**config.mk**
```make
export PLATFORM = sky130hd
export DESIGN_NAME = sha_core
export DESIGN_NICKNAME = d
export VERILOG_FILES = /design/src/hdl/sha_pkg.sv /design/src/hdl/sha_core.sv
export SDC_FILE = /design/constraint.sdc
export NUM_CORES = 2
export LEC_CHECK = 0
export ABC_CLOCK_PERIOD_IN_PS = 37100
export BUFFER_PORTS_ARGS = -buffer_cell sky130_fd_sc_hd__clkbuf_2
export CORE_MARGIN = 5
export CORE_UTILIZATION = 35
export CTS_CLUSTER_DIAMETER = 40
export CTS_CLUSTER_SIZE = 40
export DETAILED_ROUTE_END_ITERATION = 6
export SYNTH_ARGS = -nofsm -noshare
export SYNTH_HDL_FRONTEND = slang
export SYNTH_SLANG_ARGS = --single-unit
```
**constraint.sdc**
```tcl
create_clock -name i_clk -period 37.1 [get_ports i_clk]
set_input_delay 7.42 -clock i_clk [delete_from_list [all_inputs] [get_ports i_clk]]
set_output_delay 7.42 -clock i_clk [all_outputs]
set_load 0.01 [all_outputs]
```
**src/hdl/sha_pkg.sv**
```systemverilog
// Package for the SHA-256 stream hasher: round constants, initial hash values,
// SHA-256 bit functions and the block descriptor type. No dependencies.
`timescale 1ns / 1ps
`default_nettype none
package sha_pkg;

    localparam int unsigned BLOCK_WORDS = 16;
    localparam int unsigned ROUNDS      = 64;

    // Block descriptor handed from the front end to the compression engine.
    typedef struct packed {
        logic [511:0] block;   // word 0 in the top bits
        logic         last;    // final block of a message: emit digest after it
    } t_blk;

    function automatic logic [31:0] round_k(input logic [5:0] r);
        logic [31:0] k;
        unique case (r)
            6'd0: k = 32'h428a2f98; 6'd1: k = 32'h71374491; 6'd2: k = 32'hb5c0fbcf;
            6'd3: k = 32'he9b5dba5; 6'd4: k = 32'h3956c25b; 6'd5: k = 32'h59f111f1;
            6'd6: k = 32'h923f82a4; 6'd7: k = 32'hab1c5ed5; 6'd8: k = 32'hd807aa98;
            6'd9: k = 32'h12835b01; 6'd10: k = 32'h243185be; 6'd11: k = 32'h550c7dc3;
            6'd12: k = 32'h72be5d74; 6'd13: k = 32'h80deb1fe; 6'd14: k = 32'h9bdc06a7;
            6'd15: k = 32'hc19bf174; 6'd16: k = 32'he49b69c1; 6'd17: k = 32'hefbe4786;
            6'd18: k = 32'h0fc19dc6; 6'd19: k = 32'h240ca1cc; 6'd20: k = 32'h2de92c6f;
            6'd21: k = 32'h4a7484aa; 6'd22: k = 32'h5cb0a9dc; 6'd23: k = 32'h76f988da;
            6'd24: k = 32'h983e5152; 6'd25: k = 32'ha831c66d; 6'd26: k = 32'hb00327c8;
            6'd27: k = 32'hbf597fc7; 6'd28: k = 32'hc6e00bf3; 6'd29: k = 32'hd5a79147;
            6'd30: k = 32'h06ca6351; 6'd31: k = 32'h14292967; 6'd32: k = 32'h27b70a85;
            6'd33: k = 32'h2e1b2138; 6'd34: k = 32'h4d2c6dfc; 6'd35: k = 32'h53380d13;
            6'd36: k = 32'h650a7354; 6'd37: k = 32'h766a0abb; 6'd38: k = 32'h81c2c92e;
            6'd39: k = 32'h92722c85; 6'd40: k = 32'ha2bfe8a1; 6'd41: k = 32'ha81a664b;
            6'd42: k = 32'hc24b8b70; 6'd43: k = 32'hc76c51a3; 6'd44: k = 32'hd192e819;
            6'd45: k = 32'hd6990624; 6'd46: k = 32'hf40e3585; 6'd47: k = 32'h106aa070;
            6'd48: k = 32'h19a4c116; 6'd49: k = 32'h1e376c08; 6'd50: k = 32'h2748774c;
            6'd51: k = 32'h34b0bcb5; 6'd52: k = 32'h391c0cb3; 6'd53: k = 32'h4ed8aa4a;
            6'd54: k = 32'h5b9cca4f; 6'd55: k = 32'h682e6ff3; 6'd56: k = 32'h748f82ee;
            6'd57: k = 32'h78a5636f; 6'd58: k = 32'h84c87814; 6'd59: k = 32'h8cc70208;
            6'd60: k = 32'h90befffa; 6'd61: k = 32'ha4506ceb; 6'd62: k = 32'hbef9a3f7;
            6'd63: k = 32'hc67178f2;
            default: k = 32'h0;
        endcase
        return k;
    endfunction

    function automatic logic [255:0] init_hash();
        return {32'h6a09e667, 32'hbb67ae85, 32'h3c6ef372, 32'ha54ff53a,
                32'h510e527f, 32'h9b05688c, 32'h1f83d9ab, 32'h5be0cd19};
    endfunction

    function automatic logic [31:0] rotr(input logic [31:0] v, input int unsigned n);
        return (v >> n) | (v << (32 - n));
    endfunction

    function automatic logic [31:0] ssig0(input logic [31:0] x);
        return rotr(x, 7) ^ rotr(x, 18) ^ (x >> 3);
    endfunction
    function automatic logic [31:0] ssig1(input logic [31:0] x);
        return rotr(x, 17) ^ rotr(x, 19) ^ (x >> 10);
    endfunction
    function automatic logic [31:0] bsig0(input logic [31:0] x);
        return rotr(x, 2) ^ rotr(x, 13) ^ rotr(x, 22);
    endfunction
    function automatic logic [31:0] bsig1(input logic [31:0] x);
        return rotr(x, 6) ^ rotr(x, 11) ^ rotr(x, 25);
    endfunction

endpackage
`default_nettype wire

```
**src/hdl/sha_core.sv**
```systemverilog
// Compression engine of the SHA-256 hasher: one round per cycle over a
// rolling 16-word schedule, then digest words out after a final block. Uses sha_pkg.
`timescale 1ns / 1ps
`default_nettype none
module sha_core import sha_pkg::*; (
    input  wire logic        i_clk,
    input  wire logic        i_rst_n,
    input  wire logic        i_blk_valid,
    output logic             o_blk_ready,
    input  t_blk             i_blk,
    output logic             o_valid,
    input  wire logic        i_ready,
    output logic [31:0]      o_word,
    output logic [2:0]       o_index,
    output logic             o_last
);

    typedef enum logic [1:0] {S_IDLE, S_ROUND, S_FOLD, S_EMIT} t_state;

    t_state        r_state;
    logic [255:0]  r_chain;
    logic [31:0]   r_v [8];
    logic [511:0]  r_w;       // w[t] in the top word
    logic [5:0]    r_round;
    logic          r_last;
    logic [2:0]    r_idx;

    logic [31:0] w_wt, w_next, w_t1, w_t2;
    logic [31:0] w_a, w_e;

    assign w_a  = r_v[0];
    assign w_e  = r_v[4];
    assign w_wt = r_w[511:480];
    // Schedule word w[t+16] from w[t], w[t+1], w[t+9], w[t+14].
    assign w_next = w_wt + ssig0(r_w[479:448]) + r_w[223:192] + ssig1(r_w[63:32]);
    assign w_t1 = r_v[7] + bsig1(w_e) + ((w_e & r_v[5]) ^ (~w_e & r_v[6]))
                + round_k(r_round) + w_wt;
    assign w_t2 = bsig0(w_a) + ((w_a & r_v[1]) ^ (w_a & r_v[2]) ^ (r_v[1] & r_v[2]));

    assign o_blk_ready = (r_state == S_IDLE);
    assign o_valid     = (r_state == S_EMIT);
    assign o_word      = r_chain[255 - 32*r_idx -: 32];
    assign o_index     = r_idx;
    assign o_last      = (r_idx == 3'd7);

    always_ff @(posedge i_clk) begin
        if (!i_rst_n) begin
            r_state <= S_IDLE;
            r_chain <= init_hash();
            r_round <= '0;
            r_idx   <= '0;
            for (int i = 0; i < 8; i++) r_v[i] <= '0;
        end else begin
            unique case (r_state)
                S_IDLE: begin
                    if (i_blk_valid) begin
                        r_w     <= i_blk.block;
                        r_last  <= i_blk.last;
                        r_round <= '0;
                        for (int i = 0; i < 8; i++) r_v[i] <= r_chain[255 - 32*i -: 32];
                        r_state <= S_ROUND;
                    end
                end
                S_ROUND: begin
                    r_w <= {r_w[479:0], w_next};
                    r_v[7] <= r_v[6];
                    r_v[6] <= r_v[5];
                    r_v[5] <= w_e;
                    r_v[4] <= r_v[3] + w_t1;
                    r_v[3] <= r_v[2];
                    r_v[2] <= r_v[1];
                    r_v[1] <= w_a;
                    r_v[0] <= w_t1 + w_t2;
                    r_round <= r_round + 6'd1;
                    if (r_round == 6'(ROUNDS - 1)) r_state <= S_FOLD;
                end
                S_FOLD: begin
                    for (int i = 0; i < 8; i++)
                        r_chain[255 - 32*i -: 32] <= r_chain[255 - 32*i -: 32] + r_v[i];
                    r_idx   <= '0;
                    r_state <= r_last ? S_EMIT : S_IDLE;
                end
                S_EMIT: begin
                    if (i_ready) begin
                        r_idx <= r_idx + 3'd1;
                        if (r_idx == 3'd7) begin
                            r_chain <= init_hash();
                            r_state <= S_IDLE;
                        end
                    end
                end
                default: r_state <= S_IDLE;
            endcase
        end
    end

endmodule
`default_nettype wire

```
Yosys cells after proc, flatten, opt, wreduce, memory -nomap -nowiden

Memory sizes are Yosys's and may differ from the RTL's. A register that Yosys moved wholly into a read port is not among the register bits.
Index checks and enable logic that the tools add are counted.

Memory bits (writable): 256
Memories kept: 2
Word-level logic and storage cells: 132
ROM bits: 2,048
Bits of input ports: 517
Register bits after elaboration: 780
Output and inout bits: 38

Memory list:

| name            | depth | bits a word | rd ports | clocked after Yosys merged registers in | write ports | RTL line       | text |
|---|---|---|---|---|---|---|---|
| (no name shown) | 64    | 32          | 1        | 1                                       | 0           | sha_pkg.sv:18  | `unique case (r)` |
| r_v             | 8     | 32          | 8        | 0                                       | 8           | sha_core.sv:22 | `logic [31:0] r_v [8];` |

Bitwise gates (word level): 43
$add $sub $neg: 21
Equal/unequal tests: 9
Multiplexer cells: 41
Shift-type cells: 1
Reductions and logical operators: 9

Operator list:

| cell                                    | count |
|---|---|
| one-hot mux 512 bit (2 select lines)    | 1 |
| adder 32 bit                            | 18 |
| 2-to-1 mux 256 bit                      | 2 |
| 2-to-1 mux 32 bit                       | 16 |
| 2-to-1 mux 512 bit                      | 1 |
| one-hot mux 256 bit (2 select lines)    | 1 |
| XOR 32 bit                              | 9 |
| variable part select 287 x 33 -> 32 bit | 1 |
| bitwise AND 32 bit                      | 5 |
| NOT 32 bit                              | 1 |
| bitwise OR 10 x 32 -> 32 bit            | 1 |
| bitwise OR 13 x 32 -> 32 bit            | 1 |
| bitwise OR 14 x 32 -> 32 bit            | 1 |
| bitwise OR 15 x 32 -> 32 bit            | 1 |
| bitwise OR 19 x 32 -> 32 bit            | 1 |
| bitwise OR 21 x 32 -> 32 bit            | 1 |
| bitwise OR 25 x 32 -> 32 bit            | 1 |
| bitwise OR 26 x 32 -> 32 bit            | 1 |
| bitwise OR 30 x 32 -> 32 bit            | 1 |
| bitwise OR 7 x 32 -> 32 bit             | 1 |
| XOR 32 x 22 -> 32 bit                   | 1 |
| XOR 32 x 29 -> 32 bit                   | 1 |
| 2-to-1 mux 6 bit                        | 3 |
| bitwise OR 1 bit                        | 16 |
| 20 further kinds                        | 38 |

Logic depth before layout (Yosys ltp)

Depth after elaboration: 9
Mapped depth: 36
Depth with buffers taken out: 35

Worst setup path after synthesis

OpenSTA, ideal clock, no wires.

Kind: input -> register
Start: input port i_rst_n
End: register r_w[0] (enable)
Data arrival time: 17.869 ns
Setup time: 0.856 ns
Data required time: 36.244 ns
Path buffers: 2
Setup slack: 18.376 ns
Cell stages on the path: 4
Path through: clkbuf_1 -> nand2_1 -> clkbuf_1 -> inv_1

Word-level cells in the longest chain between the ends: 1

RTL lines:

| element                              | RTL line       | text |
|---|---|---|
| start: declaration                   | sha_core.sv:7  | `input wire logic i_rst_n,` |
| AND reduction 3 bit (no source line) | n/a            |  |
| end signal: assignment               | sha_core.sv:57 | `r_w <= i_blk.block;` |
| end signal: assignment               | sha_core.sv:65 | `r_w <= {r_w[479:0], w_next};` |
| end: declaration                     | sha_core.sv:23 | `logic [511:0] r_w;` |

No other way between the ends.
A chain may end at the register's enable or synchronous reset.

Worst setup path in the final report

Start: input port i_blk_valid
End: register r_w[507] (enable)

Word-level cells in the longest chain between the ends: 2

RTL lines:

| element                              | RTL line      | text |
|---|---|---|
| start: declaration                   | sha_core.sv:8 | `input wire logic i_blk_valid,` |
| != test 2 bit (no source line)       | n/a           |  |
| AND reduction 3 bit (no source line) | n/a           |  |

No other way between the ends.

==> reports/metrics.cfg <==
[final_layout]
multi_input_area_mm2 = 0.0397
drive_gt1_share_pct = 13.7
final_common_cell = nand2_1
fill_cells = 19759
regArea_mm2 = 0.0284
layout_common_cells = nand2_1 (2025), edfxtp_1 (705), clkbuf_2 (553), a21oi_1 (448), inv_1 (438)
layout.nets = 9395
syn_to_final_growth_pct = 17.5

[sta]
slew_viol_final = 0
fin_crit_ps = 12320
setup_violations = 0
final.setup_skew_ps = 51.0
hold_violations = 0
clock.fmax_mhz = 81.2
period_share_pct = 33.2
tightest_slew_ps = 1230
relSlewSlack_pct = 15.9
tns_ps = 0
grt_setup_unrepaired = false

[worst_setup_path]
end_kind = register
critPathLaunchType = primary input
worstPathRequired_ps = 37530
critPathMostFrequentCell = buf_4
cp_cell_sequence = clkbuf_2 -> nor2_1 -> nor2_1 -> nand2_4 -> inv_8 -> buf_4 -> buf_4 -> buf_4 -> buf_4
cpMaxStageDelayCell = buf_4
critPathKind = primary input to register
crit_family = buffers and inverters
cp_slowest_stage_delay_ps = 930
critPathBufInv = 6
crit_fanout = 150
crit_arrival_ps = 12760

[synth]
yosysWarnings = 0
ys.flop_type = edfxtp_1
synthCells = 7882
ys_seq_area_share_pct = 39.9
avgSynthCellArea_um2 = 9.04
ys_types = 92
async_reset_ff_share_pct = 0
synth_edf_count = 705
synthesis.area_mm2 = 0.0713
synthesis.nets = 8985
ys_ff_latch = 1068

[cts]
tritoncts = done
cts.htree.levels = 4
max-clock-path-buffers = 3
clock_latency_ps = 860
root_buffer = clkbuf_16
cts_setup_buffers = 0
clk_pin_slew_ps = 50
cts_sinks = 1068
cts-buffers-inserted = 200
ctsHoldBuffers = 0
cts_resized = 0

[floorplan]
row_count = 165
die_h_um = 461
placeableCoreArea_mm2 = 0.202
die_area_mm2 = 0.213
pin_count = 555
die_w_um = 461
initial_core_util_pct = 35.2

[placement]
place_congestion = 1.01
dp_hpwl_mm = 207
numPortBuffers = 554

[routing]
drt_iter0_drc = 6253
ant_nets = 0
drc = 0
wl_mm = 278
vias = 62069
avgViaCountPerCell = 5.56
detail_route.wl_per_cell_um = 24.9
first_pass_iters = 6

[global_route]
grt_overflow = 0
grt_pass1_wl_mm = 399
grt_util_all_layers_pct = 25.2
first_global_vias = 60437
grt_max_degree = 223
antenna_found_initial = 22

[job]
maxCapViolations = 0

[run_status]
status = finished, final reports clean

[hold_path]
hp-class = register to register

## cell families after synthesis
family / count (synthesis) / share of synthesized area [%]
AO/OA/AOI/OAI: 1826 / 16.6
XOR/XNOR: 571 / 7.02
adder cells (fa/ha/maj): 588 / 12.4
buffers and inverters: 861 / 4.54
flip-flops: 1068 / 39.9
multiplexers: 136 / 3.15
AND/OR/NAND/NOR: 2832 / 16.4
## worst register-to-register path, delay by kind of cell (launching register included)
family	cells	cell delay [ps]
fa+ha+maj	7	2680
compound gates	13	2570
xor+xnor	4	1380
simple gates	5	1000
flops	1	600
buf+inv	5	440
## sequential cells by signal, indices dropped and copies added, names as in the netlist, named ones only
| signal | count |
|---|---|
| r_v | 256 |
| r_last | 1 |
| r_w | 512 |
| o_index | 3 |
| r_round | 6 |
| r_chain | 256 |
| r_state | 2 |
## worst paths after layout
path	from	to	slack (ps)	depth (start not counted)
worst max-delay path	i_blk_valid	r_w[507]	24780	9
worst min-delay path	r_v[1][93]	r_v[1][93]	480	2
worst max register to register	r_v[1][12]	r_v[0][31]	28120	34
worst min register to register	r_v[1][93]	r_v[1][93]	480	2
## metal layers
layer	wire length, um	share of wire [%]	track usage, %
met5	80	0.029	0
met4	17100	6.2	13.5
met3	21800	7.9	4.43
met2	129000	47	41.6
met1	109000	39	31.5
## metrics by stage
stage          hold WS, ps  cells  worst slack (ps)  util (%)  cell area (um2)
6_report               480  11155             24780      41.4            83800
5_1_grt                492  11152             24490      41.4            83700
4_1_cts                480  11144             24760      41.4            83700
3_5_place_dp           459  10762             23870      37.8            76500
3_3_place_gp           457  10762             23920      37.8            76500
2_1_floorplan          439   7882             18380         -            71300
## layout make-up
type | count | area share, %
multi-input combinational | 5953 | 47.4
sequential | 1068 | 34.0
clock buffer | 232 | 6.28
tap | 2672 | 3.99
timing repair buffer | 623 | 3.98
clock inverter | 150 | 2.32
inverter | 446 | 2.01
antenna | 11 | 0.0329
## synth_stat cells (all sizes together), types with 58 or more instances
| master | n | area share (%) |
|---|---|---|
| fa | 195 | 5.5 |
| nand2 | 2033 | 11 |
| a22oi | 134 | 1.4 |
| nor2 | 326 | 1.7 |
| xnor2 | 339 | 4.2 |
| a21o | 207 | 2.2 |
| xor2 | 232 | 2.9 |
| a31oi | 58 | 0.51 |
| o21ai | 429 | 3.0 |
| ha | 391 | 6.9 |
| inv | 443 | 2.3 |
| dfxtp | 363 | 10 |
| nor2b | 86 | 0.75 |
| nand2b | 59 | 0.52 |
| clkbuf | 378 | 2.0 |
| o22ai | 80 | 0.70 |
| nor3 | 65 | 0.46 |
| nand3 | 83 | 0.58 |
| edfxtp | 705 | 30 |
| mux4 | 65 | 2.1 |
| a22o | 75 | 0.92 |
| a21oi | 448 | 3.1 |
Power is not shown: default switching activity piles up to over one toggle a cycle in this logic, so the estimate is an artifact.
