[src/hdl/sha_pkg.sv]
// Package for the SHA-256 stream hasher: round constants, initial hash values,
// SHA-256 bit functions and the block descriptor type. No dependencies.
`timescale 1ns / 1ps
`default_nettype none
package sha_pkg;

    localparam int unsigned BLOCK_WORDS = 16;
    localparam int unsigned ROUNDS      = 64;

    // Block descriptor handed from the front end to the compression engine.
    typedef struct packed {
        logic [511:0] block;   // word 0 in the top bits
        logic         last;    // final block of a message: emit digest after it
    } t_blk;

    function automatic logic [31:0] round_k(input logic [5:0] r);
        logic [31:0] k;
        unique case (r)
            6'd0: k = 32'h428a2f98; 6'd1: k = 32'h71374491; 6'd2: k = 32'hb5c0fbcf;
            6'd3: k = 32'he9b5dba5; 6'd4: k = 32'h3956c25b; 6'd5: k = 32'h59f111f1;
            6'd6: k = 32'h923f82a4; 6'd7: k = 32'hab1c5ed5; 6'd8: k = 32'hd807aa98;
            6'd9: k = 32'h12835b01; 6'd10: k = 32'h243185be; 6'd11: k = 32'h550c7dc3;
            6'd12: k = 32'h72be5d74; 6'd13: k = 32'h80deb1fe; 6'd14: k = 32'h9bdc06a7;
            6'd15: k = 32'hc19bf174; 6'd16: k = 32'he49b69c1; 6'd17: k = 32'hefbe4786;
            6'd18: k = 32'h0fc19dc6; 6'd19: k = 32'h240ca1cc; 6'd20: k = 32'h2de92c6f;
            6'd21: k = 32'h4a7484aa; 6'd22: k = 32'h5cb0a9dc; 6'd23: k = 32'h76f988da;
            6'd24: k = 32'h983e5152; 6'd25: k = 32'ha831c66d; 6'd26: k = 32'hb00327c8;
            6'd27: k = 32'hbf597fc7; 6'd28: k = 32'hc6e00bf3; 6'd29: k = 32'hd5a79147;
            6'd30: k = 32'h06ca6351; 6'd31: k = 32'h14292967; 6'd32: k = 32'h27b70a85;
            6'd33: k = 32'h2e1b2138; 6'd34: k = 32'h4d2c6dfc; 6'd35: k = 32'h53380d13;
            6'd36: k = 32'h650a7354; 6'd37: k = 32'h766a0abb; 6'd38: k = 32'h81c2c92e;
            6'd39: k = 32'h92722c85; 6'd40: k = 32'ha2bfe8a1; 6'd41: k = 32'ha81a664b;
            6'd42: k = 32'hc24b8b70; 6'd43: k = 32'hc76c51a3; 6'd44: k = 32'hd192e819;
            6'd45: k = 32'hd6990624; 6'd46: k = 32'hf40e3585; 6'd47: k = 32'h106aa070;
            6'd48: k = 32'h19a4c116; 6'd49: k = 32'h1e376c08; 6'd50: k = 32'h2748774c;
            6'd51: k = 32'h34b0bcb5; 6'd52: k = 32'h391c0cb3; 6'd53: k = 32'h4ed8aa4a;
            6'd54: k = 32'h5b9cca4f; 6'd55: k = 32'h682e6ff3; 6'd56: k = 32'h748f82ee;
            6'd57: k = 32'h78a5636f; 6'd58: k = 32'h84c87814; 6'd59: k = 32'h8cc70208;
            6'd60: k = 32'h90befffa; 6'd61: k = 32'ha4506ceb; 6'd62: k = 32'hbef9a3f7;
            6'd63: k = 32'hc67178f2;
            default: k = 32'h0;
        endcase
        return k;
    endfunction

    function automatic logic [255:0] init_hash();
        return {32'h6a09e667, 32'hbb67ae85, 32'h3c6ef372, 32'ha54ff53a,
                32'h510e527f, 32'h9b05688c, 32'h1f83d9ab, 32'h5be0cd19};
    endfunction

    function automatic logic [31:0] rotr(input logic [31:0] v, input int unsigned n);
        return (v >> n) | (v << (32 - n));
    endfunction

    function automatic logic [31:0] ssig0(input logic [31:0] x);
        return rotr(x, 7) ^ rotr(x, 18) ^ (x >> 3);
    endfunction
    function automatic logic [31:0] ssig1(input logic [31:0] x);
        return rotr(x, 17) ^ rotr(x, 19) ^ (x >> 10);
    endfunction
    function automatic logic [31:0] bsig0(input logic [31:0] x);
        return rotr(x, 2) ^ rotr(x, 13) ^ rotr(x, 22);
    endfunction
    function automatic logic [31:0] bsig1(input logic [31:0] x);
        return rotr(x, 6) ^ rotr(x, 11) ^ rotr(x, 25);
    endfunction

endpackage
`default_nettype wire

[src/hdl/sha_front.sv]
// Front end of the SHA-256 hasher: gathers bytes into 64-byte blocks,
// appends padding and length, and emits block descriptors. Uses sha_pkg.
`timescale 1ns / 1ps
`default_nettype none
module sha_front import sha_pkg::*; (
    input  wire logic        i_clk,
    input  wire logic        i_rst_n,
    input  wire logic        i_valid,
    output logic             o_ready,
    input  wire logic [7:0]  i_byte,
    input  wire logic        i_has_byte,
    input  wire logic        i_end,
    output logic             o_blk_valid,
    input  wire logic        i_blk_ready,
    output t_blk             o_blk
);

    typedef enum logic [1:0] {S_GATHER, S_PAD2} t_state;

    t_state       r_state;
    logic [511:0] r_buf;
    logic [5:0]   r_fill;
    logic [63:0]  r_bits;
    logic         r_ovalid;
    t_blk         r_oblk;

    logic [511:0] w_buf;
    logic [6:0]   w_fill;
    logic [63:0]  w_bits;
    logic [511:0] w_pad;
    logic         w_take;
    logic         w_slot;

    // Output slot is free when empty or being drained.
    assign w_slot  = !r_ovalid || i_blk_ready;
    assign o_ready = (r_state == S_GATHER) && w_slot;
    assign w_take  = i_valid && o_ready;

    always_comb begin
        w_buf  = r_buf;
        w_fill = {1'b0, r_fill};
        w_bits = r_bits;
        if (i_has_byte) begin
            w_buf[511 - 8*r_fill -: 8] = i_byte;
            w_fill = w_fill + 7'd1;
            w_bits = r_bits + 64'd8;
        end
        // Padding form of the current partial block: 0x80 then zeros.
        w_pad = w_buf;
        for (int i = 0; i < 64; i++) begin
            if (7'(i) == w_fill) w_pad[511 - 8*i -: 8] = 8'h80;
            else if (7'(i) > w_fill) w_pad[511 - 8*i -: 8] = 8'h00;
        end
    end

    assign o_blk_valid = r_ovalid;
    assign o_blk       = r_oblk;

    always_ff @(posedge i_clk) begin
        if (!i_rst_n) begin
            r_state  <= S_GATHER;
            r_fill   <= '0;
            r_bits   <= '0;
            r_ovalid <= 1'b0;
        end else begin
            if (r_ovalid && i_blk_ready) r_ovalid <= 1'b0;
            unique case (r_state)
                S_GATHER: begin
                    if (w_take) begin
                        r_buf  <= w_buf;
                        r_fill <= w_fill[5:0];
                        r_bits <= w_bits;
                        if (w_fill[6] && !i_end) begin
                            r_ovalid <= 1'b1;
                            r_oblk   <= '{block: w_buf, last: 1'b0};
                        end else if (w_fill[6]) begin
                            // Full block then a separate padding block.
                            r_ovalid <= 1'b1;
                            r_oblk   <= '{block: w_buf, last: 1'b0};
                            r_buf    <= {8'h80, 504'd0};
                            r_state  <= S_PAD2;
                        end else if (i_end && w_fill >= 7'd56) begin
                            r_ovalid <= 1'b1;
                            r_oblk   <= '{block: w_pad, last: 1'b0};
                            r_buf    <= '0;
                            r_state  <= S_PAD2;
                        end else if (i_end) begin
                            r_ovalid <= 1'b1;
                            r_oblk   <= '{block: {w_pad[511:64], w_bits}, last: 1'b1};
                            r_fill   <= '0;
                            r_bits   <= '0;
                        end
                    end
                end
                S_PAD2: begin
                    if (w_slot) begin
                        r_ovalid <= 1'b1;
                        r_oblk   <= '{block: {r_buf[511:64], r_bits}, last: 1'b1};
                        r_fill   <= '0;
                        r_bits   <= '0;
                        r_state  <= S_GATHER;
                    end
                end
                default: r_state <= S_GATHER;
            endcase
        end
    end

endmodule
`default_nettype wire

[config.mk]
export PLATFORM = sky130hd
export DESIGN_NAME = sha_front
export DESIGN_NICKNAME = d
export VERILOG_FILES = /design/src/hdl/sha_pkg.sv /design/src/hdl/sha_front.sv
export SDC_FILE = /design/constraint.sdc
export NUM_CORES = 2
export LEC_CHECK = 0
export BUFFER_PORTS_ARGS = -buffer_cell sky130_fd_sc_hd__buf_2
export CAP_MARGIN = 10
export CELL_PAD_IN_SITES_DETAIL_PLACEMENT = 0
export CELL_PAD_IN_SITES_GLOBAL_PLACEMENT = 2
export CORE_MARGIN = 1
export CORE_UTILIZATION = 30
export CTS_CLUSTER_SIZE = 12
export DETAILED_ROUTE_END_ITERATION = 10
export PLACE_DENSITY_LB_ADDON = 0.1
export SYNTH_ARGS = -nofsm -noshare
export SYNTH_HDL_FRONTEND = slang
export SYNTH_SLANG_ARGS = --single-unit
[constraint.sdc]
create_clock -name i_clk -period 23.8 [get_ports i_clk]
set_clock_uncertainty 0.2 [all_clocks]
set_input_delay 2.38 -clock i_clk [delete_from_list [all_inputs] [get_ports i_clk]]
set_output_delay 2.38 -clock i_clk [all_outputs]
set_load 0.01 [all_outputs]
* After elaboration in Yosys (flattened, before gate mapping) *
Index checks and enable logic that the tools add are counted.

cells by class
  add/sub/neg operators = 4
  order comparisons = 65
  equality and inequality tests = 69
  shift-type cells = 2
  mux-type cells = 170
  reductions and logical operators = 15

operator list
  kind                                                    count
  2-to-1 mux 513 bit                                      6
  2-to-1 mux 512 bit                                      4
  case mux 513 bit (2 select lines)                       1
  2-to-1 mux 8 bit                                        128
  variable shift 8 x 34 -> 519 bit, first input constant  1
  indexed part select 8 x 34 -> 519 bit                   1
  bitwise mux 512 bit                                     1
  2-to-1 mux 64 bit                                       7
  equality test 6 x 7 -> 1 bit, first input constant      32
  > comparator 6 x 7 -> 1 bit, first input constant       32
  case mux 64 bit (2 select lines)                        1
  equality test 5 x 7 -> 1 bit, first input constant      16
  > comparator 5 x 7 -> 1 bit, first input constant       16
  adder 64 x 4 -> 64 bit, second input constant           1
  equality test 4 x 7 -> 1 bit, first input constant      8
  > comparator 4 x 7 -> 1 bit, first input constant       8
  2-to-1 mux 6 bit                                        6
  negation 32 -> 34 bit                                   1
  equality test 3 x 7 -> 1 bit, first input constant      4
  > comparator 3 x 7 -> 1 bit, first input constant       4
  equality test 2 x 7 -> 1 bit, first input constant      2
  > comparator 1 x 7 -> 1 bit, first input constant       2
  > comparator 2 x 7 -> 1 bit, first input constant       2
  case mux 6 bit (2 select lines)                         1
  other kinds (22)                                        40

word-level totals
  bits in registers = 1098
  bits of input ports = 14
  output and inout bits = 515
  logic and storage cells = 332

* Depth between registers and ports, before layout *
  depth in word-level cells = 13
  depth in mapped cells = 14
  mapped depth without buffers = 9

* Worst setup path before layout *
OpenSTA, ideal clock, no wires.

  path kind = input to register
  start point = input i_blk_ready
  end point = register r_bits[63]
  setup time = 0.074 ns
  data arrival time = 18.102 ns
  path slack = 5.424 ns
  stages = 6
  buffers on the path = 0
  path through = nand2b_1 > and3_1 > and2_1 > o21ai_1 > or3_1 > o21ai_0

between the ends
  word-level cells in the longest chain between the ends = 5
  elaborated cells on any way between the ends = 6
  classes of those cells = eq/ne: 2; reduce/logical: 4

RTL lines
  element                                   RTL line         text
  from (decl)                               sha_front.sv:14  input wire logic i_blk_ready,
  logical OR 1 bit (*)                      sha_front.sv:35  assign w_slot = !r_ovalid || i_blk_ready;
  logical AND 1 bit                         sha_front.sv:36  assign o_ready = (r_state == S_GATHER) && w_slot;
  logical AND 1 bit                         sha_front.sv:37  assign w_take = i_valid && o_ready;
  != test 2 bit (no source line)            --
  AND reduction 3 bit (no source line) (*)  --
  to (signal assigned)                      sha_front.sv:72  r_bits <= w_bits;
  to (decl)                                 sha_front.sv:23  logic [63:0] r_bits;

Every way passes the cells marked *; elsewhere a longest branch is shown, timed or not.
A chain may end at the register's enable or synchronous reset.

* Final worst setup path *
  start point = input i_has_byte
  end point = register r_oblk (netlist bit o_blk[16]) (data pin)

between the ends
  word-level cells in the longest chain between the ends = 9
  elaborated cells on any way between the ends = 16
  classes of those cells = order compare: 2; eq/ne: 1; mux: 11; reduce/logical: 2

RTL lines
  element                                RTL line         text
  from (decl)                            sha_front.sv:11  input wire logic i_has_byte,
  2-to-1 mux 7 bit                       sha_front.sv:43  if (i_has_byte) begin
  > comparator 6 x 7 -> 1 bit            sha_front.sv:52  else if (7'(i) > w_fill) w_pad[511 - 8*i -: 8] = 8'h00;
  2-to-1 mux 8 bit                       sha_front.sv:52
  2-to-1 mux 8 bit                       sha_front.sv:51  if (7'(i) == w_fill) w_pad[511 - 8*i -: 8] = 8'h80;
  2-to-1 mux 513 bit                     sha_front.sv:82  end else if (i_end && w_fill >= 7'd56) begin
  2-to-1 mux 513 bit                     sha_front.sv:76  end else if (w_fill[6]) begin
  2-to-1 mux 513 bit (*)                 sha_front.sv:73  if (w_fill[6] && !i_end) begin
  2-to-1 mux 513 bit (*)                 sha_front.sv:69  if (w_take) begin
  case mux 513 bit (2 select lines) (*)  sha_front.sv:67  unique case (r_state)
  to (signal assigned)                   sha_front.sv:75  r_oblk <= '{block: w_buf, last: 1'b0};
  to (signal assigned)                   sha_front.sv:79  r_oblk <= '{block: w_buf, last: 1'b0};
  to (signal assigned)                   sha_front.sv:84  r_oblk <= '{block: w_pad, last: 1'b0};
  to (decl)                              sha_front.sv:25  t_blk r_oblk;

Every way passes the cells marked *; elsewhere a longest branch is shown, timed or not. The select of a mux whose other input is x is not followed.

==> flow_summary.ini <==
[placed_design]
gp_congestion = 0.874
port_buffers = 528
dp_hpwl_um = 154000
pre_cts_slack_ns = 15.78

[yosys]
synth_edf_count = 1025
synthSimpleGateAreaFrac = 0.175
synth_fa_ha_area_frac = 0.00192
synth_cells = 5058
async_flop_share = 0
synth_top_family_by_area = simple AND/OR/NAND/NOR gates
synth_flop_cell = edfxtp_1
yosys_warnings = 0
synthXorXnorAreaFrac = 0.00216
synth-compound-area-share = 0.165
netlist-cell-type-count = 86
ys_seq_area_frac = 0.617
synth.avg_cell_area_um2 = 10.3
synth_seq_cells = 1094
syn-cell-area_um2 = 52100
synthMuxAreaShare = 0.0119
synth_nets = 5080

[clock_network]
clk_transition_reported_paths_ns = 0.06
clock_latency_ns = 0.84
root_buffer = clkbuf_16
post-cts-setup-buffers = 0
clock-sinks = 1094
cts_tree = built
h-tree-depth = 4
cts.path.max_buffers = 3
cts.repair.resized = 0
cts_buffers = 139
ctsHoldBuffers = 0

[detailed_routing]
vias = 42700
drtPass1Iterations = 6
first_iter_violations = 4130
drc_errors = 0
via_per_inst = 5.38
drt_wl_total_um = 224000
wl_per_cell_um = 28.2
final_antenna_net_count = 0

[timing]
tightest_slew_ns = 1.43
drv_slew = 0
final_hold_viol_count = 0
setup_viol = 0
slew_headroom = 0.0452
period_minus_slack_ns = 7.16
timing.fmax_ghz = 0.140
finalSetupTns_ns = 0
grt_setup_unrepaired = false
setup_slack_ns = 16.64
period_share = 0.301

[critical_path]
crit_family = buffers and inverters
path_cells = buf_2, buf_4, nand2_1, or3_1, a211oi_2, o21a_4, buf_4, buf_4, a221o_1, o211ai_1
cp.arrival_ns = 7.52
r2r_start = r_fill[0]
cp_slowest_cell = buf_4
worstReg2RegEnd = o_blk[16]
critPathMaxFanout = 86
crit_required_ns = 24.16
criticalPathCategory = input port to flip-flop
cpPeakStageDelay_ns = 0.93
end_kind = flip-flop
ff2ff_path_depth = 11
path_common_cell = buf_4
reg2reg_slack_ns = 17.26
startpoint_type = input port
timing.critical_path.buf_inv = 4

[global_routing]
grt_start_max_net_pins = 196
grt_pass1_wl_um = 312000
grt_usage = 0.249
grt_pass1_vias = 40400
antenna_found_initial = 12
globalRouteOverflowTotal = 0

[run_status]
status = finished, final reports clean

[die]
dieArea_um2 = 175000
die_w_um = 419
rows = 152
initial_utilization = 0.303
io-pin-count = 529
die_h_um = 419
core_um2 = 172000

[finish]
most-common-layout-cells = edfxtp_1, nor2_1, nand2_1
drive_gt1_frac = 0.163
layout_commonest_cell = edfxtp_1
fin_nets = 5532
syn2layout_area_growth_pct = 19.0

[min_path]
hold_class = flip-flop to flip-flop
min-delay-start = r_bits[57]
hold_end = r_bits[57]
min_delay_path_depth = 2

[run]
max_cap_viol_count = 0

[pwr]
ir_drop_mv = 0.0754
leakage_nw = 19.5
power_density_nw_per_um2 = 73.0
## layout make-up
cell class	count	area, µm²
Sequential cell	1094	32200
Tap cell	2310	2890
Antenna cell	1	2.50
Multi-Input combinational cell	3616	18700
Clock inverter	96	1210
Clock buffer	160	3590
Inverter	46	175
Timing Repair Buffer	613	3330
Fill cell	17500	110000
## routing by layer
layer | up-vias | wire length, µm | global-route usage
met2 | 1439 | 103000 | 0.389
met5 | - | 41 | 0
met3 | 303 | 12100 | 0.0395
li1 | 19400 | - | -
met4 | 6 | 7330 | 0.0857
met1 | 21500 | 101000 | 0.348
## cell usage after synthesis (9+ instances only)
| master | n | area, µm² |
|---|---|---|
| clkbuf_1 | 191 | 717 |
| or4_1 | 10 | 75.1 |
| and4_1 | 11 | 96.3 |
| buf_1 | 23 | 86.3 |
| o21ai_0 | 365 | 1830 |
| and2_1 | 24 | 150 |
| nor2_1 | 894 | 3360 |
| edfxtp_1 | 1025 | 30800 |
| o31ai_1 | 30 | 225 |
| buf_2 | 77 | 385 |
| nand2b_1 | 16 | 100 |
| inv_1 | 45 | 169 |
| a31o_2 | 12 | 105 |
| a22o_1 | 92 | 806 |
| nor2b_1 | 59 | 369 |
| a21o_1 | 34 | 255 |
| nand2_1 | 758 | 2850 |
| o2bb2ai_1 | 87 | 762 |
| nand4_1 | 40 | 250 |
| nor3_1 | 57 | 285 |
| a221o_1 | 12 | 120 |
| nand3_1 | 111 | 556 |
| o211ai_1 | 13 | 97.6 |
| a22oi_1 | 13 | 97.6 |
| o22ai_1 | 14 | 87.6 |
| o21ai_1 | 41 | 205 |
| and3_1 | 30 | 188 |
| a31oi_1 | 53 | 332 |
| a21oi_1 | 542 | 2710 |
| or3_1 | 44 | 275 |
| o21a_1 | 13 | 97.6 |
| buf_4 | 9 | 67.6 |
| mux2i_1 | 53 | 531 |
| dfxtp_1 | 69 | 1380 |
| nor4_1 | 13 | 81.3 |
| a32o_1 | 11 | 110 |
| o221ai_1 | 10 | 87.6 |
| or2_2 | 13 | 81.3 |
## logic make-up (layout without fill, tap and decap cells)
family	count (synthesis)	in the layout
buffers and inverters	348	915
XOR/XNOR	12	12
AO/OA/AOI/OAI	1412	1412
multiplexers	61	61
AND/OR/NAND/NOR	2123	2123
other	0	1
adder cells (fa/ha/maj)	8	8
flip-flops	1094	1094
## per-stage QoR
stage	total power, mW	instances	utilization	area (µm²)	hold WS, ns
after floorplan	2.29	5058	-	52100	0.261
after global placement	2.34	7678	0.332	57200	0.285
after detailed placement	2.34	7678	0.332	57200	0.295
after CTS	4.58	7934	0.360	62000	0.301
after global routing	4.66	7936	0.360	62000	0.316
final	4.52	7936	0.360	62000	0.305
## flip-flops by register name, summed over array words and instances, names as in the netlist
name and flops:
r_buf 512, r_fill 6, o_blk_valid 1, r_bits 61
o_blk 513, r_state 1
## worst reg2reg max path, stage by stage, from the launching register on
cell and delay [ns]:
dfxtp_2 0.41, buf_4 0.49, buf_4 0.49, ha_1 0.45
and4_1 0.40, xnor2_2 0.11, a211oi_2 0.47, o21a_4 0.87
buf_4 0.90, buf_4 1.03, a221o_1 0.36, o211ai_1 0.08
## how the worst max path moves through the flow
stage,startpoint,endpoint,slack [ns],cells past startpoint
floorplan,i_blk_ready,r_bits[63],5.42,6
global placement,i_has_byte,o_blk[16],15.82,10
detailed placement,i_has_byte,o_blk[16],15.78,10
CTS,i_has_byte,o_blk[16],16.67,10
global route,i_has_byte,o_blk[16],16.41,10
finish,i_has_byte,o_blk[16],16.64,10
## report_power, final
group	switching, mW	leakage [nW]	internal, mW
clock network	0.933	2.31	1.29
logic	0.124	8.62	0.0344
registers	0.0152	8.54	2.13
Power figures use the tool's default switching activity.
