File: config.mk
export PLATFORM = sky130hd
export DESIGN_NAME = sha_fifo
export DESIGN_NICKNAME = d
export VERILOG_FILES = /design/src/hdl/sha_pkg.sv /design/src/hdl/sha_fifo.sv
export SDC_FILE = /design/constraint.sdc
export NUM_CORES = 1
export LEC_CHECK = 0
export ABC_AREA = 1
export BUFFER_PORTS_ARGS = -buffer_cell sky130_fd_sc_hd__buf_2
export CAP_MARGIN = 10
export CORE_AREA = 3 3 404 406
export DETAILED_ROUTE_END_ITERATION = 7
export DIE_AREA = 0 0 407 409
export GPL_ROUTABILITY_DRIVEN = 0
export GPL_TIMING_DRIVEN = 0
export RECOVER_POWER = 50
export SETUP_SLACK_MARGIN = 0.02
export SLEW_MARGIN = 20
export SYNTH_ARGS = -nofsm -noshare
export SYNTH_HDL_FRONTEND = slang
export SYNTH_SLANG_ARGS = --single-unit
File: constraint.sdc
create_clock -name i_clk -period 57.9 [get_ports i_clk]
set_clock_uncertainty 0.05 [all_clocks]
set_input_delay 5.79 -clock i_clk [delete_from_list [all_inputs] [get_ports i_clk]]
set_output_delay 5.79 -clock i_clk [all_outputs]
set_load 0.01 [all_outputs]
File: src/hdl/sha_pkg.sv
// Package for the SHA-256 stream hasher: round constants, initial hash values,
// SHA-256 bit functions and the block descriptor type. No dependencies.
`timescale 1ns / 1ps
`default_nettype none
package sha_pkg;

    localparam int unsigned BLOCK_WORDS = 16;
    localparam int unsigned ROUNDS      = 64;

    // Block descriptor handed from the front end to the compression engine.
    typedef struct packed {
        logic [511:0] block;   // word 0 in the top bits
        logic         last;    // final block of a message: emit digest after it
    } t_blk;

    function automatic logic [31:0] round_k(input logic [5:0] r);
        logic [31:0] k;
        unique case (r)
            6'd0: k = 32'h428a2f98; 6'd1: k = 32'h71374491; 6'd2: k = 32'hb5c0fbcf;
            6'd3: k = 32'he9b5dba5; 6'd4: k = 32'h3956c25b; 6'd5: k = 32'h59f111f1;
            6'd6: k = 32'h923f82a4; 6'd7: k = 32'hab1c5ed5; 6'd8: k = 32'hd807aa98;
            6'd9: k = 32'h12835b01; 6'd10: k = 32'h243185be; 6'd11: k = 32'h550c7dc3;
            6'd12: k = 32'h72be5d74; 6'd13: k = 32'h80deb1fe; 6'd14: k = 32'h9bdc06a7;
            6'd15: k = 32'hc19bf174; 6'd16: k = 32'he49b69c1; 6'd17: k = 32'hefbe4786;
            6'd18: k = 32'h0fc19dc6; 6'd19: k = 32'h240ca1cc; 6'd20: k = 32'h2de92c6f;
            6'd21: k = 32'h4a7484aa; 6'd22: k = 32'h5cb0a9dc; 6'd23: k = 32'h76f988da;
            6'd24: k = 32'h983e5152; 6'd25: k = 32'ha831c66d; 6'd26: k = 32'hb00327c8;
            6'd27: k = 32'hbf597fc7; 6'd28: k = 32'hc6e00bf3; 6'd29: k = 32'hd5a79147;
            6'd30: k = 32'h06ca6351; 6'd31: k = 32'h14292967; 6'd32: k = 32'h27b70a85;
            6'd33: k = 32'h2e1b2138; 6'd34: k = 32'h4d2c6dfc; 6'd35: k = 32'h53380d13;
            6'd36: k = 32'h650a7354; 6'd37: k = 32'h766a0abb; 6'd38: k = 32'h81c2c92e;
            6'd39: k = 32'h92722c85; 6'd40: k = 32'ha2bfe8a1; 6'd41: k = 32'ha81a664b;
            6'd42: k = 32'hc24b8b70; 6'd43: k = 32'hc76c51a3; 6'd44: k = 32'hd192e819;
            6'd45: k = 32'hd6990624; 6'd46: k = 32'hf40e3585; 6'd47: k = 32'h106aa070;
            6'd48: k = 32'h19a4c116; 6'd49: k = 32'h1e376c08; 6'd50: k = 32'h2748774c;
            6'd51: k = 32'h34b0bcb5; 6'd52: k = 32'h391c0cb3; 6'd53: k = 32'h4ed8aa4a;
            6'd54: k = 32'h5b9cca4f; 6'd55: k = 32'h682e6ff3; 6'd56: k = 32'h748f82ee;
            6'd57: k = 32'h78a5636f; 6'd58: k = 32'h84c87814; 6'd59: k = 32'h8cc70208;
            6'd60: k = 32'h90befffa; 6'd61: k = 32'ha4506ceb; 6'd62: k = 32'hbef9a3f7;
            6'd63: k = 32'hc67178f2;
            default: k = 32'h0;
        endcase
        return k;
    endfunction

    function automatic logic [255:0] init_hash();
        return {32'h6a09e667, 32'hbb67ae85, 32'h3c6ef372, 32'ha54ff53a,
                32'h510e527f, 32'h9b05688c, 32'h1f83d9ab, 32'h5be0cd19};
    endfunction

    function automatic logic [31:0] rotr(input logic [31:0] v, input int unsigned n);
        return (v >> n) | (v << (32 - n));
    endfunction

    function automatic logic [31:0] ssig0(input logic [31:0] x);
        return rotr(x, 7) ^ rotr(x, 18) ^ (x >> 3);
    endfunction
    function automatic logic [31:0] ssig1(input logic [31:0] x);
        return rotr(x, 17) ^ rotr(x, 19) ^ (x >> 10);
    endfunction
    function automatic logic [31:0] bsig0(input logic [31:0] x);
        return rotr(x, 2) ^ rotr(x, 13) ^ rotr(x, 22);
    endfunction
    function automatic logic [31:0] bsig1(input logic [31:0] x);
        return rotr(x, 6) ^ rotr(x, 11) ^ rotr(x, 25);
    endfunction

endpackage
`default_nettype wire

File: src/hdl/sha_fifo.sv
// Two-entry queue of block descriptors between the front end and the
// compression engine. Uses sha_pkg for the descriptor type.
`timescale 1ns / 1ps
`default_nettype none
module sha_fifo import sha_pkg::*; (
    input  wire logic i_clk,
    input  wire logic i_rst_n,
    input  wire logic i_valid,
    output logic      o_ready,
    input  t_blk      i_data,
    output logic      o_valid,
    input  wire logic i_ready,
    output t_blk      o_data
);

    t_blk       r_mem [2];
    logic       r_wp, r_rp;
    logic [1:0] r_cnt;
    logic       w_push, w_pop;

    assign o_ready = (r_cnt != 2'd2);
    assign o_valid = (r_cnt != 2'd0);
    assign o_data  = r_mem[r_rp];
    assign w_push  = i_valid && o_ready;
    assign w_pop   = o_valid && i_ready;

    always_ff @(posedge i_clk) begin
        if (w_push) r_mem[r_wp] <= i_data;
        if (!i_rst_n) begin
            r_wp  <= 1'b0;
            r_rp  <= 1'b0;
            r_cnt <= '0;
        end else begin
            if (w_push) r_wp <= !r_wp;
            if (w_pop)  r_rp <= !r_rp;
            r_cnt <= r_cnt + 2'(w_push) - 2'(w_pop);
        end
    end

endmodule
`default_nettype wire

* After elaboration in Yosys (flattened, before gate mapping)
Memories as Yosys holds them, arrays and structs flattened. A register that Yosys moved wholly into a read port is not among the register bits. Cells that the tools add are included.
Storage, ports and cells: register bits after elaboration 4, memory bits (writable) 1026, output and inout bits 515, word-level logic and storage cells 16, memories kept 1
Memory list:
- r_mem | words 2, width 513, rd ports 1, clocked after Yosys merged registers in 1, write ports 1, RTL line sha_fifo.sv:16 | t_blk r_mem [2];
Cells by class: $add $sub $neg 2, equality and inequality tests 1, muxes and demuxes 4, reductions and logical operators 5
Operators with widths (number):
- 2-to-1 mux 1 bit | 4
- adder 2 x 1 -> 2 bit | 1
- logical AND 1 bit | 2
- zero test 1 bit | 2
- != test 2 bit, second input constant | 1
- nonzero test 2 bit | 1
- subtractor 2 x 1 -> 2 bit | 1

* Depth between registers and ports, before layout
Gate-level depths: netlist (run 1).
depth in word-level cells 4, mapped depth 11

* Worst setup path before layout (run 1)
No wires, ideal clock.
path kind in2reg, start point input port i_valid, end point memory r_mem[1][0] in the netlist's numbering, enable pin, library setup time 1.406 ns, arrival time 27.172 ns, required time 56.444 ns, path slack 29.272 ns, stages 2, cells stage by stage nand2_1 -> nor2_1
Between the ends: cells in the longest elaborated chain, start to end 3
RTL lines:
- start: declaration | RTL line sha_fifo.sv:8 | input wire logic i_valid,
- logical AND 1 bit | RTL line sha_fifo.sv:24 | assign w_push = i_valid && o_ready;
- 2-to-1 mux 1 bit | RTL line sha_fifo.sv:28 | if (w_push) r_mem[r_wp] <= i_data;
- 2-to-1 mux 1 bit (not written as such) | RTL line sha_fifo.sv:28
- end: declaration | RTL line sha_fifo.sv:16
Every way passes these cells.

* Worst setup path in the final report (run 1)
start point input port i_valid, end point memory r_mem[0][127] in the netlist's numbering, enable pin
Same word-level chain as after synthesis.

==> results of run 1 <==
==> routing by layer <==
layer	share of wire, %	up-vias	routed length, um	global-route usage (%)
li1	-	9004	-	-
met1	35	10100	41800	14.3
met2	51	870	61800	24.7
met3	11	241	12800	6.01
met4	3.4	50	4100	5.55
met5	0.28	-	339	0
==> cells by family (layout without fill, tap and decap cells) <==
kind of cell | count (synthesis) | after routing
flops | 1031 | 1031
mux | 513 | 513
buf+inv | 64 | 1360
simple gates | 21 | 21
fa+ha+maj | 1 | 1
compound gates | 1 | 1
xor+xnor | 1 | 1
other cells | 0 | 31
==> synth_stat cells <==
cell type | number | area share [%]
dfxtp_1 | 5 | 0.27
nor2_1 | 9 | 0.090
ha_1 | 1 | 0.033
buf_2 | 4 | 0.053
mux2_2 | 513 | 15
nand3_1 | 1 | 0.013
xnor2_1 | 1 | 0.023
edfxtp_1 | 1026 | 82
nand2_1 | 11 | 0.11
inv_1 | 7 | 0.070
a21oi_1 | 1 | 0.013
buf_6 | 53 | 1.6
==> stage by stage <==
step / utilization [%] / worst slack (ns)
floorplan: - / 29.27
global placement: 28.3 / 14.75
detailed placement: 29.0 / 49.46
CTS: 31.4 / 49.35
global route: 31.0 / 47.91
finish: 31.0 / 48.38
==> final timing paths <==
path | endpoint | slack [ns] | cells past startpoint
setup reg to reg | r_mem[0][127] | 53.11 | 11
hold reg to reg | flip-flop | 0.46 | 2
hold / removal | flip-flop | 0.46 | 2
setup / recovery | r_mem[0][127] | 48.38 | 10
==> area by class of cell <==
cell class	count	area, um2
sequential	1031	30900
clock inverter	78	786
multi-input combinational	537	5880
antenna	31	77.6
buffer	57	617
tap	2160	2700
inverter	7	26.3
fill	15800	110000
timing repair buffer	1083	5770
clock buffer	135	2950
==> flip-flops by register name (all words and copies together), names as in the netlist, named ones only <==
register,flops
r_mem,1026
r_cnt,2
r_rp,1
r_wp,1
==> where the power goes <==
| group | internal [mW] | total (mW) | switching (mW) |
|---|---|---|---|
| logic | 0.239 | 0.570 | 0.330 |
| registers | 0.945 | 0.965 | 0.0200 |
| clock network | 0.412 | 0.718 | 0.306 |
| total | 1.60 | 2.25 | 0.656 |
==> worst min-delay path, delay by kind of cell, from the launching register on <==
family           cells  cell delay [ns]
DFF                  1             0.33
and+or+nand+nor      2             0.15
==> flow_summary.json, run 1 <==
{
  "die_w_um": 407,
  "path_clk_slew_ns": 0.06,
  "synth_top_family_by_area": "multiplexers",
  "min_path_type": "flip-flop to flip-flop",
  "violations": "capacitance limit, slew limit",
  "crit_top_cell": "buf_16",
  "antenna_found_initial": 76,
  "synth_fa_ha_area_share_pct": 0.0334,
  "fp.dieH_um": 409,
  "required_ns": 58.28,
  "tns_ns": 0,
  "synthMuxAreaShare_pct": 15.4,
  "tightest_slew_ns": 1.56,
  "grt-ovfl-total": 0,
  "vias": 20300,
  "slew_viol_final": 46,
  "cts_hold_buf": 0,
  "htreeDepth": 3,
  "post_cts_buffers": 0,
  "slowest_delay_ns": 1.04,
  "io_buffers": 1031,
  "grt_pass1_vias": 21200,
  "ioPinCount": 1032,
  "wire_per_inst_um": 23.6,
  "totalWireLength_um": 121000,
  "finalCritPeriodShare_pct": 16.4,
  "arrival_ns": 9.90,
  "fin_hold_ws_ns": 0.461,
  "totalPowerFinal_mw": 2.25,
  "synth_xor_xnor_area_share_pct": 0.0234,
  "layout-drive-gt1-share_pct": 53.5,
  "p_leak_nw": 17.5,
  "power_density_nw_per_um2": 45.3,
  "rsz0062_at_grt": "false",
  "crit_slowest_cell": "clkbuf_1",
  "final_nets": 3349,
  "worstSetupPathType": "input port to flip-flop",
  "hold_start": "r_rp",
  "final_common_cell": "edfxtp_1",
  "synthSimpleGateAreaFrac_pct": 0.214,
  "period_needed_ns": 9.52,
  "r2r_start": "r_cnt[0]",
  "cp_max_fo": 23,
  "viasPerCell": 3.97,
  "timing.fmax_mhz": 105,
  "yosys_warnings": 0,
  "rows": 147,
  "ant_nets": 0,
  "crit_path_start_kind": "input port",
  "netlist_instances": 1632,
  "status": "finished with violations",
  "end_kind": "flip-flop",
  "place_hpwl_um": 94500,
  "synthesis.nets": 2150,
  "ir_drop_mv": 0.0303,
  "critical-path-top-delay-family": "buffers and inverters",
  "critPathLaunch": "i_valid",
  "cp_cell_sequence": "clkbuf_1 > nand2_1 > nor2_1 > clkbuf_1 > clkbuf_1 > buf_16 > buf_16 > buf_16 > buf_16 > buf_12",
  "design_area_um2": 49700,
  "grt_usage_pct": 13.9,
  "synth_compound_area_share_pct": 0.0134,
  "synth_area_um2": 37400,
  "drv_cap": 2,
  "ys_seq_area_share_pct": 82.6,
  "instances_no_fill": 5119,
  "area_growth_pct": 32.8,
  "setup_viol": 0,
  "dieArea_um2": 166000,
  "cts_tree": "yes",
  "clk_latency_ns": 0.69,
  "cp_num_buf_inv": 8,
  "grt_start_max_net_pins": 26,
  "layout_common_cells": "edfxtp_1 (1026), buf_2 (792), mux2_2 (513)",
  "cts_num_sinks": 1031,
  "syn_area_per_cell_um2": 22.9,
  "fp.coreArea_um2": 160000,
  "initialDrtViolationCount": 1407,
  "drc": 0,
  "dpl.cell_count": 4875,
  "placed_cell_area_um2": 46500,
  "clockBufferDepth": 3,
  "numCtsBuffers": 114,
  "ys_ff_latch": 1031,
  "cts_root_buf": "clkbuf_16",
  "ys_types": 12,
  "grt_pass1_wl_um": 161000,
  "hold_violations": 0,
  "cts_resized": 0,
  "dr.pass1.iters": 5,
  "maxSlewHeadroom_pct": -3.95,
  "start_util_pct": 23.4
}
(Power assumes the default switching activity.)
==> run 2, diff against run 1 <==
- clock period: 57.9 -> 8.35 ns (I/O delays scaled with it)
==> flow_summary.json, run 2 (synthesized netlist as in run 1, its figures left out) <==
{
  "status": "finished with violations",
  "violations": "capacitance limit, slew limit",
  "viasPerCell": 3.99,
  "die_w_um": 407,
  "grt_usage_pct": 14.1,
  "design_area_um2": 49800,
  "timing.fmax_mhz": 188,
  "r2r_start": "r_cnt[0]",
  "vias": 20400,
  "fp.coreArea_um2": 160000,
  "wl_met1_um": 45300,
  "p_leak_nw": 17.6,
  "cts_root_buf": "clkbuf_16",
  "rr_worst_depth": 11,
  "fp.dieH_um": 409,
  "placed_cell_area_um2": 46600,
  "largest_reg_flops": 1026,
  "required_ns": 8.71,
  "cts_hold_buf": 0,
  "final_common_cell": "edfxtp_1",
  "period_needed_ns": 5.32,
  "crit_slowest_cell": "clkbuf_1",
  "crit_path_start_kind": "flip-flop",
  "clockBufferDepth": 3,
  "min_path_type": "input port to flip-flop",
  "grt_start_max_net_pins": 26,
  "setup_viol": 0,
  "layout-drive-gt1-share_pct": 53.7,
  "highest_layer": "met5",
  "layout.area.seq_um2": 30900,
  "clk_latency_ns": 0.71,
  "drv_cap": 1,
  "grt-ovfl-total": 0,
  "htreeDepth": 3,
  "drc": 0,
  "critical-path-top-delay-family": "buffers and inverters",
  "ant_nets": 0,
  "initialDrtViolationCount": 1149,
  "endpoint": "r_mem[1][274]",
  "power_density_nw_per_um2": 315,
  "p_clk_share_pct": 31.7,
  "crit_top_cell": "clkbuf_1",
  "finalCritPeriodShare_pct": 63.7,
  "grt_pass1_wl_um": 163000,
  "crit_cells": 11,
  "rows": 147,
  "power.internal_mw": 11.1,
  "dieArea_um2": 166000,
  "arrival_ns": 5.68,
  "final_nets": 3350,
  "critPathLaunch": "r_cnt[0]",
  "regMostFlops": "r_mem",
  "start_util_pct": 23.4,
  "slowest_delay_ns": 1.02,
  "numCtsBuffers": 113,
  "layout_common_cells": "edfxtp_1 (1026), buf_2 (796), mux2_2 (513)",
  "place_hpwl_um": 96900,
  "wl_met2_um": 60400,
  "path_clk_slew_ns": 0.06,
  "ioPinCount": 1032,
  "cp_num_buf_inv": 8,
  "rsz0062_at_grt": "false",
  "power_switching_share_pct": 29.4,
  "dr.pass1.iters": 7,
  "worstSetupPathType": "flip-flop to flip-flop",
  "power_frac_comb_pct": 25.7,
  "antenna_found_initial": 77,
  "end_kind": "flip-flop",
  "largestRegisters": "r_mem: 1026 flops, r_cnt: 2 flops",
  "cts_resized": 0,
  "totalPowerFinal_mw": 15.7,
  "wire_per_inst_um": 24.0,
  "multi_input_area_um2": 5880,
  "area_growth_pct": 33.1,
  "dr_wl_met3_um": 12200,
  "cp_cell_sequence": "inv_1 > nand2_1 > nand2_1 > nor2_1 > clkbuf_1 > clkbuf_1 > clkbuf_1 > buf_16 > buf_12 > buf_16 > buf_12",
  "fill_cells": 15800,
  "r2r_end": "r_mem[1][274]",
  "totalWireLength_um": 123000,
  "io_buffers": 1031,
  "tightest_slew_ns": 1.64,
  "cp_max_fo": 24,
  "seq_power_share_pct": 42.6,
  "post_cts_buffers": 0,
  "maxSlewHeadroom_pct": -9.81,
  "ir_drop_mv": 0.198,
  "power_switching_mw": 4.61,
  "cts_tree": "yes",
  "grt_pass1_vias": 21200,
  "r2r_slack_ns": 3.03,
  "slew_viol_final": 17,
  "hold_violations": 0,
  "cts_num_sinks": 1031
}
run 2: changes by cell type in the layout (fill, tap and decap cells not counted), sizes merged:
cell / before / now
inv: 17 / 18
clkinvlp: 4 / 5
buf: 881 / 892
clkinv: 54 / 51
diode: 31 / 23
clkbuf: 394 / 385
run 2: cell type report:
class	instances	share of cell area, %
antenna	23	0.116
multi-input combinational	537	11.8
clock buffer	135	5.93
buffer	57	1.24
sequential	1031	62.1
timing repair buffer	1085	11.8
tap	2160	5.43
inverter	7	0.0527
clock inverter	77	1.54
run 2: worst min-delay path by stage:
| stage | cells past startpoint | slack [ns] | startpoint | end |
|---|---|---|---|---|
| final | 1 | 0.25 | i_data[194] | r_mem[0][194] |
| after global routing | 1 | 0.17 | i_data[397] | r_mem[0][397] |
| after CTS | 1 | 0.12 | i_data[396] | r_mem[0][396] |
| after detailed placement | 2 | 0.45 | r_rp | r_rp |
| after global placement | 2 | 0.44 | r_rp | r_rp |
| after floorplan | 2 | 0.42 | r_rp | flip-flop |
run 2: per-layer routing:
metal,GRT usage [%],vias up
met5,0,-
met1,15.6,10300
li1,-,9021
met4,5.57,64
met2,24.1,812
met3,5.87,255
run 2: stage by stage:
| stage | TNS, ns | setup slack (ns) | hold slack, ns | std cells | utilization, % |
|---|---|---|---|---|---|
| floorplan | -659.27 | -0.651 | 0.417 | 1632 | - |
| global placement | -5997.66 | -5.98 | 0.442 | 4823 | 28.3 |
| detailed placement | 0 | 4.99 | 0.450 | 4877 | 29.1 |
| CTS | 0 | 4.81 | 0.124 | 5089 | 31.4 |
| global route | 0 | 2.51 | 0.170 | 5095 | 31.1 |
| finish | 0 | 3.03 | 0.247 | 5112 | 31.1 |
run 2: power groups by stage:
stage | clock network [mW] | registers, mW | logic, mW
floorplan | 0 | 6.98 | 2.05
global placement | 0 | 7.16 | 3.92
detailed placement | 0 | 6.80 | 4.23
CTS | 5.14 | 6.69 | 4.25
global route | 5.32 | 6.75 | 4.29
finish | 4.97 | 6.69 | 4.03
run 2: worst register-to-register path: stages, from the launching register on:
cell and delay, ns:
dfxtp_1 0.36, inv_1 0.05, nand2_1 0.10, nand2_1 0.17, nor2_1 0.77, clkbuf_1 0.85, clkbuf_1 0.75, clkbuf_1 1.02
buf_16 0.26, buf_12 0.22, buf_16 0.20, buf_12 0.21
